$ cat src/rtl/mps_pkg.sv
// Shared types, constants and the bin average helper for the measurement sequencer.
`timescale 1ns / 1ps

package mps_pkg;

  // Field widths
  localparam int SAMPLE_W    = 12;
  localparam int TICK_W      = 32;
  localparam int PH_TIME_W   = 24;
  localparam int SUB_W       = 16;
  localparam int DEB_W       = 8;
  localparam int AVG_W       = 16;
  localparam int BIN_CNT_W   = 6;
  localparam int SUM_W       = 18;
  localparam int CFG_IDX_W   = 3;
  localparam int CFG_DATA_W  = 24;

  // Subsamples per bin (1..63)
  localparam int SAMPLES_PER_BIN = 50;

  // Register reset values
  localparam logic [PH_TIME_W-1:0] SETTLE_RST    = PH_TIME_W'(30000);
  localparam logic [PH_TIME_W-1:0] MEASURE_RST   = PH_TIME_W'(30000);
  localparam logic [SUB_W-1:0]     SUBSAMPLE_RST = SUB_W'(100);
  localparam logic [DEB_W-1:0]     DEBOUNCE_RST  = DEB_W'(30);

  // Reciprocal for floor(sum * 16 / SAMPLES_PER_BIN).
  // Ceiling reciprocal is exact while x * err < 2^DIV_K, x < 2^(SUM_W+4), err < 2^BIN_CNT_W.
  localparam int DIV_K   = SUM_W + 4 + BIN_CNT_W + 1;
  localparam int RECIP_W = DIV_K + 1;
  localparam logic [RECIP_W-1:0] RECIP =
    RECIP_W'(((64'd1 << DIV_K) + 64'(SAMPLES_PER_BIN) - 64'd1) / 64'(SAMPLES_PER_BIN));
  localparam int PROD_W  = SUM_W + RECIP_W;
  localparam int AVG_SHIFT = DIV_K - 4;

  typedef enum logic [2:0] {
    STG_IDLE       = 3'd0,
    STG_DARK_FIRST = 3'd1,
    STG_REFERENCE  = 3'd2,
    STG_SAMPLE     = 3'd3,
    STG_DARK_LAST  = 3'd4,
    STG_DONE       = 3'd5
  } step_t;

  typedef enum logic [1:0] {
    PH_PROMPT  = 2'd0,
    PH_SETTLE  = 2'd1,
    PH_MEASURE = 2'd2
  } phase_t;

  typedef enum logic [CFG_IDX_W-1:0] {
    CFG_SETTLE    = 3'd0,
    CFG_MEASURE   = 3'd1,
    CFG_SUBSAMPLE = 3'd2,
    CFG_DEBOUNCE  = 3'd3
  } cfg_idx_t;

  typedef struct packed {
    logic [PH_TIME_W-1:0] settle_ticks;
    logic [PH_TIME_W-1:0] measure_ticks;
    logic [SUB_W-1:0]     subsample_ticks;
    logic [DEB_W-1:0]     debounce_ticks;
  } cfg_t;

  typedef struct packed {
    logic                button_level;
    logic [SAMPLE_W-1:0] detector_sample;
  } mps_in_t;

  typedef struct packed {
    step_t                step_now;
    phase_t               phase_now;
    logic                 row_valid;
    logic [AVG_W-1:0]     bin_average;
    logic [TICK_W-1:0]    time_since_reset;
    logic [PH_TIME_W-1:0] time_in_phase;
    logic [BIN_CNT_W-1:0] samples_in_bin;
    logic                 press_accepted;
  } mps_out_t;

  // 12.4 average of a full bin, truncated, clamped to 16 bits
  function automatic logic [AVG_W-1:0] bin_avg(input logic [SUM_W-1:0] sum);
    logic [PROD_W-1:0] prod;
    logic [PROD_W-1:0] quo;
    prod = PROD_W'(sum) * PROD_W'(RECIP);
    quo  = prod >> AVG_SHIFT;
    if (|quo[PROD_W-1:AVG_W]) begin
      bin_avg = '1;
    end else begin
      bin_avg = quo[AVG_W-1:0];
    end
  endfunction

endpackage

$ cat src/rtl/mps_cfg.sv
// Configuration register file of the measurement sequencer.
`timescale 1ns / 1ps

module mps_cfg (
  input  logic                           clk,
  input  logic                           rst,
  input  logic                           cfg_we,
  input  logic [mps_pkg::CFG_IDX_W-1:0]  cfg_index,
  input  logic [mps_pkg::CFG_DATA_W-1:0] cfg_data,
  output mps_pkg::cfg_t                  cfg
);
  import mps_pkg::*;

  always_ff @(posedge clk) begin
    if (rst) begin
      cfg.settle_ticks    <= SETTLE_RST;
      cfg.measure_ticks   <= MEASURE_RST;
      cfg.subsample_ticks <= SUBSAMPLE_RST;
      cfg.debounce_ticks  <= DEBOUNCE_RST;
    end else if (cfg_we) begin
      case (cfg_index)
        CFG_SETTLE:    cfg.settle_ticks    <= cfg_data[PH_TIME_W-1:0];
        CFG_MEASURE:   cfg.measure_ticks   <= cfg_data[PH_TIME_W-1:0];
        CFG_SUBSAMPLE: cfg.subsample_ticks <= cfg_data[SUB_W-1:0];
        CFG_DEBOUNCE:  cfg.debounce_ticks  <= cfg_data[DEB_W-1:0];
        default: ; // unmapped index, write dropped
      endcase
    end
  end

endmodule

$ cat src/rtl/mps_seq.sv
// Per-tick sequencer: debounce, step/phase control, subsampling, bin averaging.
`timescale 1ns / 1ps

module mps_seq (
  input  logic               clk,
  input  logic               rst,
  input  logic               accept,
  input  mps_pkg::mps_in_t   in_data,
  input  mps_pkg::cfg_t      cfg,
  output mps_pkg::mps_out_t  res
);
  import mps_pkg::*;

  step_t                step;
  phase_t               phase;
  logic [TICK_W-1:0]    tick_count;
  logic [PH_TIME_W-1:0] phase_elapsed;
  logic [SUB_W-1:0]     countdown;
  logic [BIN_CNT_W-1:0] bin_count;
  logic [SUM_W-1:0]     bin_sum;
  logic                 button_stable;
  logic [DEB_W-1:0]     since_change;

  step_t                step_next;
  phase_t               phase_next;
  logic [PH_TIME_W-1:0] phase_elapsed_next;
  logic [SUB_W-1:0]     countdown_next;
  logic [BIN_CNT_W-1:0] bin_count_next;
  logic [SUM_W-1:0]     bin_sum_next;
  logic                 button_stable_next;
  logic [DEB_W-1:0]     since_change_next;

  always_comb begin
    logic pressed;
    logic row;
    logic [AVG_W-1:0] avg;

    step_next          = step;
    phase_next         = phase;
    phase_elapsed_next = phase_elapsed;
    countdown_next     = countdown;
    bin_count_next     = bin_count;
    bin_sum_next       = bin_sum;
    button_stable_next = button_stable;
    since_change_next  = since_change;
    pressed            = 1'b0;
    row                = 1'b0;
    avg                = '0;

    // debounce; a press only moves the sequence from a prompt
    if ((in_data.button_level != button_stable) && (since_change > cfg.debounce_ticks)) begin
      button_stable_next = in_data.button_level;
      since_change_next  = '0;
      if (!in_data.button_level) begin
        pressed = 1'b1;
        if (phase == PH_PROMPT) begin
          if (step == STG_DONE) begin
            step_next = STG_IDLE;
          end else begin
            if (step == STG_IDLE) begin
              step_next = STG_DARK_FIRST;
            end
            phase_next         = PH_SETTLE;
            phase_elapsed_next = '0;
            bin_count_next     = '0;
            bin_sum_next       = '0;
            countdown_next     = '0;
          end
        end
      end
    end

    // subsample into the bin
    if (((phase_next == PH_SETTLE) || (phase_next == PH_MEASURE)) && (countdown_next == '0)) begin
      bin_sum_next   = bin_sum_next + SUM_W'(in_data.detector_sample);
      bin_count_next = bin_count_next + BIN_CNT_W'(1);
      countdown_next = cfg.subsample_ticks;
      if (bin_count_next >= BIN_CNT_W'(SAMPLES_PER_BIN)) begin
        row            = 1'b1;
        avg            = bin_avg(bin_sum_next);
        bin_count_next = '0;
        bin_sum_next   = '0;
      end
    end

    res.step_now         = step_next;
    res.phase_now        = phase_next;
    res.row_valid        = row;
    res.bin_average      = avg;
    res.time_since_reset = tick_count;
    res.time_in_phase    = phase_elapsed_next;
    res.samples_in_bin   = bin_count_next;
    res.press_accepted   = pressed;

    // phase timer; takes effect from the next tick
    if ((phase_next == PH_SETTLE) && (phase_elapsed_next >= cfg.settle_ticks)) begin
      phase_next         = PH_MEASURE;
      phase_elapsed_next = '0;
      bin_count_next     = '0;
      bin_sum_next       = '0;
      countdown_next     = '0;
    end else if ((phase_next == PH_MEASURE) && (phase_elapsed_next >= cfg.measure_ticks)) begin
      if (step_next inside {[STG_DARK_FIRST:STG_DARK_LAST]}) begin
        step_next = step_t'(step_next + 3'd1);
      end else begin
        step_next = STG_IDLE;
      end
      phase_next = PH_PROMPT;
    end

    // end-of-tick counters
    if (phase_elapsed_next != '1) begin
      phase_elapsed_next = phase_elapsed_next + PH_TIME_W'(1);
    end
    if (countdown_next != '0) begin
      countdown_next = countdown_next - SUB_W'(1);
    end
    if (since_change_next != '1) begin
      since_change_next = since_change_next + DEB_W'(1);
    end
  end

  always_ff @(posedge clk) begin
    if (rst) begin
      step          <= STG_IDLE;
      phase         <= PH_PROMPT;
      tick_count    <= '0;
      phase_elapsed <= '0;
      countdown     <= '0;
      bin_count     <= '0;
      bin_sum       <= '0;
      button_stable <= 1'b1;
      since_change  <= '0;
    end else if (accept) begin
      step          <= step_next;
      phase         <= phase_next;
      tick_count    <= tick_count + TICK_W'(1);
      phase_elapsed <= phase_elapsed_next;
      countdown     <= countdown_next;
      bin_count     <= bin_count_next;
      bin_sum       <= bin_sum_next;
      button_stable <= button_stable_next;
      since_change  <= since_change_next;
    end
  end

`ifndef SYNTHESIS
  a_row_clears_bin: assert property (@(posedge clk) disable iff (rst)
    (accept && res.row_valid) |=> (bin_count == '0))
    else $error("bin not cleared after a completed row");

  a_tick_advances: assert property (@(posedge clk) disable iff (rst)
    accept |=> (tick_count == $past(tick_count) + TICK_W'(1)))
    else $error("tick counter did not advance on an accepted beat");

  a_hold_when_idle: assert property (@(posedge clk) disable iff (rst)
    !accept |=> ($stable(step) && $stable(phase) && $stable(bin_sum)))
    else $error("sequencer state moved without an input beat");
`endif

endmodule

$ cat src/rtl/mps_obuf.sv
// Two-entry output buffer (main register plus skid) for result beats.
`timescale 1ns / 1ps

module mps_obuf (
  input  logic              clk,
  input  logic              rst,
  input  logic              push,
  input  mps_pkg::mps_out_t din,
  output logic              space,
  output logic              out_valid,
  input  logic              out_ready,
  output mps_pkg::mps_out_t dout
);
  import mps_pkg::*;

  logic     main_valid;
  logic     skid_valid;
  mps_out_t main_data;
  mps_out_t skid_data;
  logic     pop;

  assign pop       = main_valid && out_ready;
  assign space     = !skid_valid;
  assign out_valid = main_valid;
  assign dout      = main_data;

  always_ff @(posedge clk) begin
    if (rst) begin
      main_valid <= 1'b0;
      skid_valid <= 1'b0;
    end else if (pop) begin
      if (skid_valid) begin
        skid_valid <= 1'b0;
      end else if (!push) begin
        main_valid <= 1'b0;
      end
    end else if (push) begin
      if (main_valid) begin
        skid_valid <= 1'b1;
      end else begin
        main_valid <= 1'b1;
      end
    end
  end

  always_ff @(posedge clk) begin
    if (pop) begin
      if (skid_valid) begin
        main_data <= skid_data;
      end else if (push) begin
        main_data <= din;
      end
    end else if (push) begin
      if (main_valid) begin
        skid_data <= din;
      end else begin
        main_data <= din;
      end
    end
  end

`ifndef SYNTHESIS
  a_skid_needs_main: assert property (@(posedge clk) disable iff (rst)
    skid_valid |-> main_valid)
    else $error("skid entry held without a main entry");
`endif

endmodule

$ cat src/rtl/measurement_protocol_sequencer_core.sv
// Top level of the measurement protocol sequencer.
//
// Usage:
//  - Input channel (in_valid/in_ready/in_data): one beat per millisecond tick,
//    carrying the raw button level and the current 12-bit detector sample.
//  - Output channel (out_valid/out_ready/out_data): exactly one result beat per
//    input beat, in order: step, phase, bin row flag and 12.4 average,
//    timestamps, bin fill and press flag.
//  - Config port (cfg_we/cfg_index/cfg_data): single-cycle writes of settle,
//    measure, subsample and debounce periods; change them only while idle.
// A result is registered in the output buffer before it appears on out_valid.
// Throughput: one beat per cycle while in_ready is high; the whole tick update
//   is one pass of counters, compares, an 18-bit add and a constant-reciprocal
//   multiply between the sequencer state registers and the output buffer.
// Stalls: results land in a two-entry buffer; in_ready drops only when both
//   entries are full, and returns the cycle after the receiver takes a beat.
// Reset (rst, synchronous): idle step at the prompt, all counters zero, the
//   button taken as released, config registers back to their defaults, and
//   the output buffer emptied.
`timescale 1ns / 1ps

module measurement_protocol_sequencer_core (
  input  logic                           clk,
  input  logic                           rst,
  input  logic                           in_valid,
  output logic                           in_ready,
  input  mps_pkg::mps_in_t               in_data,
  output logic                           out_valid,
  input  logic                           out_ready,
  output mps_pkg::mps_out_t              out_data,
  input  logic                           cfg_we,
  input  logic [mps_pkg::CFG_IDX_W-1:0]  cfg_index,
  input  logic [mps_pkg::CFG_DATA_W-1:0] cfg_data
);
  import mps_pkg::*;

  cfg_t     cfg;
  mps_out_t res;
  logic     accept;

  // a beat is taken whenever one is offered and the output buffer has a free entry
  assign accept = in_valid && in_ready;

  mps_cfg u_cfg (
    .clk       (clk),
    .rst       (rst),
    .cfg_we    (cfg_we),
    .cfg_index (cfg_index),
    .cfg_data  (cfg_data),
    .cfg       (cfg)
  );

  // state update and result for the accepted tick
  mps_seq u_seq (
    .clk     (clk),
    .rst     (rst),
    .accept  (accept),
    .in_data (in_data),
    .cfg     (cfg),
    .res     (res)
  );

  mps_obuf u_obuf (
    .clk       (clk),
    .rst       (rst),
    .push      (accept),
    .din       (res),
    .space     (in_ready),
    .out_valid (out_valid),
    .out_ready (out_ready),
    .dout      (out_data)
  );

endmodule

$ cat config.mk
export PLATFORM = sky130hd
export DESIGN_NAME = measurement_protocol_sequencer_core
export DESIGN_NICKNAME = d
export VERILOG_FILES = /design/src/rtl/mps_pkg.sv /design/src/rtl/mps_cfg.sv /design/src/rtl/mps_seq.sv /design/src/rtl/mps_obuf.sv /design/src/rtl/measurement_protocol_sequencer_core.sv
export SDC_FILE = /design/constraint.sdc
export NUM_CORES = 1
export LEC_CHECK = 0
export ABC_CLOCK_PERIOD_IN_PS = 28000
export BUFFER_PORTS_ARGS = -buffer_cell sky130_fd_sc_hd__buf_4
export CORE_MARGIN = 3
export CORE_UTILIZATION = 35
export CTS_BUF_LIST = sky130_fd_sc_hd__clkbuf_16
export DETAILED_ROUTE_END_ITERATION = 12
export PLACE_DENSITY_LB_ADDON = 0.08
export SLEW_MARGIN = 30
export SYNTH_ARGS = -nofsm -noshare
export SYNTH_HDL_FRONTEND = slang
export SYNTH_SLANG_ARGS = --single-unit
$ cat constraint.sdc
create_clock -name clk -period 28 [get_ports clk]
set_clock_uncertainty 0.15 [all_clocks]
set_input_delay 4.2 -clock clk [delete_from_list [all_inputs] [get_ports clk]]
set_output_delay 4.2 -clock clk [all_outputs]
set_load 0.01 [all_outputs]
Word level (Yosys, flattened, before mapping) --
Index checks and enable logic that the tools add are counted. W data, S select, Z words.
Cells by class: reductions and logical operators 26, $mul 1, multiplexer cells 59, add/subtract/negate cells 7, bitwise gates (word level) 1, eq/ne operators 12, magnitude comparators 6
Operators by type and width (number):
- $mux W85 | 5
- $mux W16 | 10
- $mux W24 | 6
- $mux W18 | 7
- $ge A24 B24 Y1 | 2
- $mul A18 B24 Y42 const B | 1
- $mux W6 | 7
- $add A32 B1 Y32 const B | 1
- $add A24 B1 Y24 const B | 1
- $mux W3 | 8
- $ne A24 B24 Y1 const B | 1
- $add A18 B12 Y18 | 1
- $logic_not A16 Y1 | 1
- $mux W8 | 2
- $reduce_bool A16 Y1 | 1
- $sub A16 B1 Y16 const B | 1
- $mux W2 | 6
- $reduce_and A2 Y1 | 6
- $reduce_and A3 Y1 | 3
- $add A8 B1 Y8 const B | 1
- $gt A8 B8 Y1 | 1
- $mux W1 | 8
- $ne A8 B8 Y1 const B | 1
- $logic_and A1 B1 Y1 | 7
- other kinds (19) | 24
Word-level totals: register bits 354, output and inout port bits 87, word-level logic and storage cells 143

Logic depth before layout (Yosys ltp) --
depth after elaboration 13, depth in mapped cells 49

Hierarchy --
A second synthesis with hierarchy kept.
Unflattened totals: cells, all modules 2395, area total of the unflattened synthesis 24846.3 um^2
By module, submodules not included:
- mps_seq | sequential area each 2202.1 um^2, area an instance 15469.8 um^2, times used 1, cells an instance 1837
- mps_obuf | sequential area each 5144.9 um^2, area an instance 6432.4 um^2, times used 1, cells an instance 277
- mps_cfg | sequential area each 1441.4 um^2, area an instance 2937.8 um^2, times used 1, cells an instance 280
- measurement_protocol_sequencer_core | sequential area each 0.0 um^2, area an instance 6.3 um^2, times used 1, cells an instance 1

Worst setup path after synthesis --
OpenSTA, ideal clock, no wires.
path type in2reg, start in in_data[12] in the netlist's numbering, end reg u_obuf.main_data (netlist bit u_obuf.dout[66]) (data pin), cell stages on the path 42, required time 27.594 ns, data arrival time 13.920 ns, path buffers 7, slack 13.674 ns, path through xor2_1 o21ai_0 a21oi_1 or2_1 buf_2 nand2_1 clkbuf_1 buf_1 clkbuf_1 clkbuf_1 and2_1 ha_1 fa_1 a21o_1 a21oi_1 o21ai_0 nand2_1 o2111ai_1 [... 6 more ...] inv_1 fa_1 fa_1 fa_1 inv_1 ha_1 and4_1 and3_4 a221o_1 or3_1 o21bai_2 a21oi_2 and4_4 or3_1 buf_2 buf_6 nand2b_4 a22o_1
On the way: longest elaborated chain between the ends 11, elaborated cells on any way between the ends 27, classes of those cells add/sub (2); mul (1); order compare (1); eq/ne (3); mux (16); reduce/logical (4)
RTL lines:
- from (decl) | line measurement_protocol_sequencer_core.sv:27 | input mps_pkg::mps_in_t in_data,
- $ne A1 B1 Y1 | line mps_seq.sv:51 | if ((in_data.button_level != button_stable) && (since_change > cfg.debounce_ticks)) begin
- $logic_and A1 B1 Y1 | line mps_seq.sv:51
- $mux W18 | line mps_seq.sv:51
- $add A18 B12 Y18 | line mps_seq.sv:75 | bin_sum_next = bin_sum_next + SUM_W'(in_data.detector_sample);
- $mul A18 B24 Y42 | line mps_pkg.sv:85 | prod = PROD_W'(sum) * PROD_W'(RECIP);
- $mux W16 | line mps_pkg.sv:87 | if (|quo[PROD_W-1:AVG_W]) begin
- $mux W16 | line mps_seq.sv:78 | if (bin_count_next >= BIN_CNT_W'(SAMPLES_PER_BIN)) begin
- $mux W16 * | line mps_seq.sv:74 | if (((phase_next == PH_SETTLE) || (phase_next == PH_MEASURE)) && (countdown_next == '0)) begin
- $mux W85 (on tied branches) | line mps_obuf.sv:54, mps_obuf.sv:50
- $mux W85 (on tied branches) | line mps_obuf.sv:53, mps_obuf.sv:48
- $mux W85 * | line mps_obuf.sv:47 | if (pop) begin
- to (signal assigned) | line mps_obuf.sv:49 | main_data <= skid_data;
- to (signal assigned) | line mps_obuf.sv:51 | main_data <= din;
- to (signal assigned) | line mps_obuf.sv:57 | main_data <= din;
- to (decl) | line mps_obuf.sv:18 | mps_out_t main_data;
Every way passes the cells marked *; elsewhere a longest branch is shown, timed or not. The select of a mux whose other input is x is not followed. A chain may end at the register's enable or synchronous reset.

==> out/qor.yml <==
status: "complete, no violations"
r2r_start: "u_cfg.cfg[7]$_SDFFE_PP0P_"
whs_ns: 0.303
final_area_sq_mm: 0.0274
initial_core_util_pct: 35.5
placeableCoreArea_sq_mm: 0.0675
stdcell_count: 3565
grt_usage_pct: 19.1
synth.area.mux_share_pct: 1.81
critPathLaunch: "in_data[12]"
yosys_warnings: 0
cts_buffers: 44
path_max_fanout: 16
layout-drive-gt1-share_pct: 10.8
synthArstFlopShare_pct: 0
die-area_sq_mm: 0.0716
grt_remaining_overflow: 0
synth_edf_count: 170
antenna_cells: 0
grt_use_met1_pct: 28.3
h-tree-depth: 2
cts_setup_buffers: 0
rows: 95
nFillCells: 6752
hold_viol: 0
drt-initial-drc-count: 1067
tightest_slew_ns: 0.894
grt_max_degree: 72
wl_per_cell_microns: 18.9
seq_area_frac_synth_pct: 36.7
synth_seq_cells: 354
finalCritPeriodShare_pct: 51.5
gp_congestion: 0.856
worstPathArrival_ns: 14.59
antenna_found_initial: 1
cp-endpoint: "u_obuf.dout[72]$_DFFE_PP_"
min_path_type: "flip-flop to flip-flop"
fin_crit_ns: 14.43
ys.flop_type: "dfxtp_1"
slowest_stage: "xor2_1"
syn_inst: 2539
ant_nets: 0
yosys.area_share.adder_pct: 25.2
clockRootBuffer: "clkbuf_16"
setup_viol: 0
hpwlAfterDp_microns: 51300
rsz0062_at_grt: "false"
cts.sinks: 354
fp.dieW_microns: 268
p_per_area_mw_per_mm2: 65.2
synth_compound_area_share_pct: 11.8
drv_cap: 0
avgSynthCellArea_sq_um: 9.44
drt_pass1_iterations: 6
synth-xor-area-share_pct: 2.56
via_count: 18048
slew_viol_final: 0
cpPeakStageDelay_ns: 0.64
final_net_count: 3096
cp-start-kind: "input port"
drc_errors: 0
num_io_pins: 132
met3_usage_pct: 2.73
syn_area_sq_mm: 0.0240
cp_data_required_time_ns: 28.16
p_leak_nw: 12.1
cts_tree: "yes"
globalRouteMet2Util_pct: 29.9
synth_top_family_by_area: "adder cells"
crit_path_end_kind: "flip-flop"
synthesis.nets: 2979
reg2reg_depth: 38
grt_pass1_vias: 17948
setup_ws_ns: 13.57
ctsResizeCount: 0
r2r_end: "u_obuf.dout[72]$_DFFE_PP_"
dp.cells: 3482
clk_pin_slew_ns: 0.06
io_buffers: 131
synth.distinct_cells: 76
place_ws_ns: 13.01
wirelength_microns: 67500
cts_buffer_depth: 3
synthSimpleGateAreaFrac_pct: 15.0
critPathKind: "input port to flip-flop"
insertion_delay_ns: 0.57
via_per_inst: 5.06
clock.fmax_ghz: 0.0693
finalPower_mw: 1.79
final_core_util_pct: 40.7
post_dp_cell_area_sq_mm: 0.0260
ir_drop_mv: 0.0512
die_h_microns: 268
tns_ns: 0
syn2layout_area_growth_pct: 14.5
cpMostUsedCell: "fa_1"
hold_buffers: 0
top_usage_layer: "met2"
max_slew_margin_pct: 40.4
r2r_setup_slack_ns: 16.58
grt_pass1_wl_microns: 107000
-- kinds of logic after synthesis --
logic type,count (synthesis)
simple gates,785
flops,354
compound gates,456
buf+inv,440
xor+xnor,70
fa+ha+maj,395
mux,39
-- Yosys cell counts, types with 15 or more instances --
cell type | n | share of area (%)
o21ai_0 | 92 | 1.9
nand4_1 | 27 | 0.70
a211oi_1 | 15 | 0.47
xnor2_1 | 35 | 1.3
or3_1 | 23 | 0.60
nand3_1 | 55 | 1.1
nand2_1 | 356 | 5.6
o211ai_1 | 24 | 0.75
clkbuf_1 | 77 | 1.2
a22oi_1 | 27 | 0.85
a31oi_1 | 17 | 0.44
nor3_1 | 31 | 0.65
inv_1 | 347 | 5.4
a21o_1 | 26 | 0.81
and2_1 | 42 | 1.1
xor2_1 | 35 | 1.3
ha_1 | 250 | 13
a21oi_1 | 167 | 3.5
dfxtp_1 | 184 | 15
edfxtp_1 | 170 | 21
and3_1 | 22 | 0.57
mux2_2 | 31 | 1.5
nor2_1 | 160 | 2.5
fa_1 | 145 | 12
-- area by class of cell --
| type | count | area, sq um | area share (%) |
|---|---|---|---|
| flip-flops and latches | 354 | 8790 | 32.0 |
| multi-input cells | 1745 | 13600 | 49.5 |
| repair buffers | 164 | 1230 | 4.49 |
| clock inverters | 36 | 300 | 1.09 |
| well taps | 873 | 1090 | 3.98 |
| clock buffers | 46 | 1150 | 4.19 |
| inverters | 347 | 1300 | 4.75 |
-- worst min-delay path by stage --
stage                                           from                         end  cells after the start
after floorplan           u_cfg.cfg[25]$_SDFFE_PP0P_  u_cfg.cfg[25]$_SDFFE_PP0P_                      2
after global placement     u_cfg.cfg[6]$_SDFFE_PP0P_   u_cfg.cfg[6]$_SDFFE_PP0P_                      2
after detailed placement  u_cfg.cfg[63]$_SDFFE_PP0P_  u_cfg.cfg[63]$_SDFFE_PP0P_                      2
after CTS                 u_cfg.cfg[26]$_SDFFE_PP0P_  u_cfg.cfg[26]$_SDFFE_PP0P_                      2
after global routing      u_cfg.cfg[63]$_SDFFE_PP0P_  u_cfg.cfg[63]$_SDFFE_PP0P_                      2
final                     u_cfg.cfg[35]$_SDFFE_PP0P_  u_cfg.cfg[35]$_SDFFE_PP0P_                      2
-- metal layers --
layer	vias up	part of all wire, %
met5	-	0
met4	0	1.5
met3	57	4.7
met2	374	44
met1	8739	50
li1	8878	-
-- layout by cell type (no fill, tap or decap), drive strengths merged, types with 5 or more instances in the layout --
| cell type | synthesis | routed |
|---|---|---|
| nand2 | 356 | 356 |
| inv | 347 | 355 |
| ha | 250 | 250 |
| dfxtp | 184 | 184 |
| edfxtp | 170 | 170 |
| a21oi | 168 | 168 |
| buf | 16 | 164 |
| nor2 | 160 | 160 |
| fa | 145 | 145 |
| o21ai | 94 | 94 |
| nand3 | 55 | 55 |
| clkbuf | 77 | 46 |
| and2 | 42 | 42 |
| xor2 | 35 | 35 |
| xnor2 | 35 | 35 |
| mux2 | 32 | 32 |
| nor3 | 32 | 32 |
| nand4 | 27 | 27 |
| a22oi | 27 | 27 |
| a21o | 26 | 26 |
| o211ai | 24 | 24 |
| or3 | 23 | 23 |
| and3 | 23 | 23 |
| clkinv | 0 | 22 |
| a31oi | 17 | 17 |
| a211oi | 15 | 15 |
| nor4 | 15 | 15 |
| o21a | 14 | 14 |
| nor2b | 10 | 10 |
| or4 | 9 | 9 |
| a22o | 9 | 9 |
| nand2b | 9 | 9 |
| and4 | 8 | 8 |
| mux2i | 7 | 7 |
| or2 | 7 | 7 |
| o31ai | 6 | 6 |
| bufinv | 0 | 5 |
| o21bai | 5 | 5 |
-- power breakdown --
part	total (mW)	switching (mW)	internal [mW]
Clock	0.569	0.226	0.343
Sequential	0.572	0.0107	0.561
Combinational	0.649	0.388	0.261
-- flip-flops by register name, summed over array words and instances, names as in the netlist --
signal / count
u_obuf.skid_valid: 1
u_seq.bin_sum: 18
u_seq.bin_count: 6
u_obuf.out_valid: 1
u_seq.step: 3
u_cfg.cfg: 72
u_obuf.skid_data: 85
u_seq.button_stable: 1
u_seq.countdown: 16
u_seq.phase_elapsed: 24
u_seq.since_change: 8
u_seq.phase: 2
u_obuf.dout: 85
u_seq.tick_count: 32
-- worst max-delay path, delay by kind of cell --
family | cells | cell delay, ns
compound gates | 10 | 2.09
mux | 1 | 0.26
buf+inv | 5 | 0.44
simple gates | 10 | 2.73
fa+ha+maj | 9 | 4.02
xor+xnor | 2 | 0.82
(Power assumes the default switching activity.)
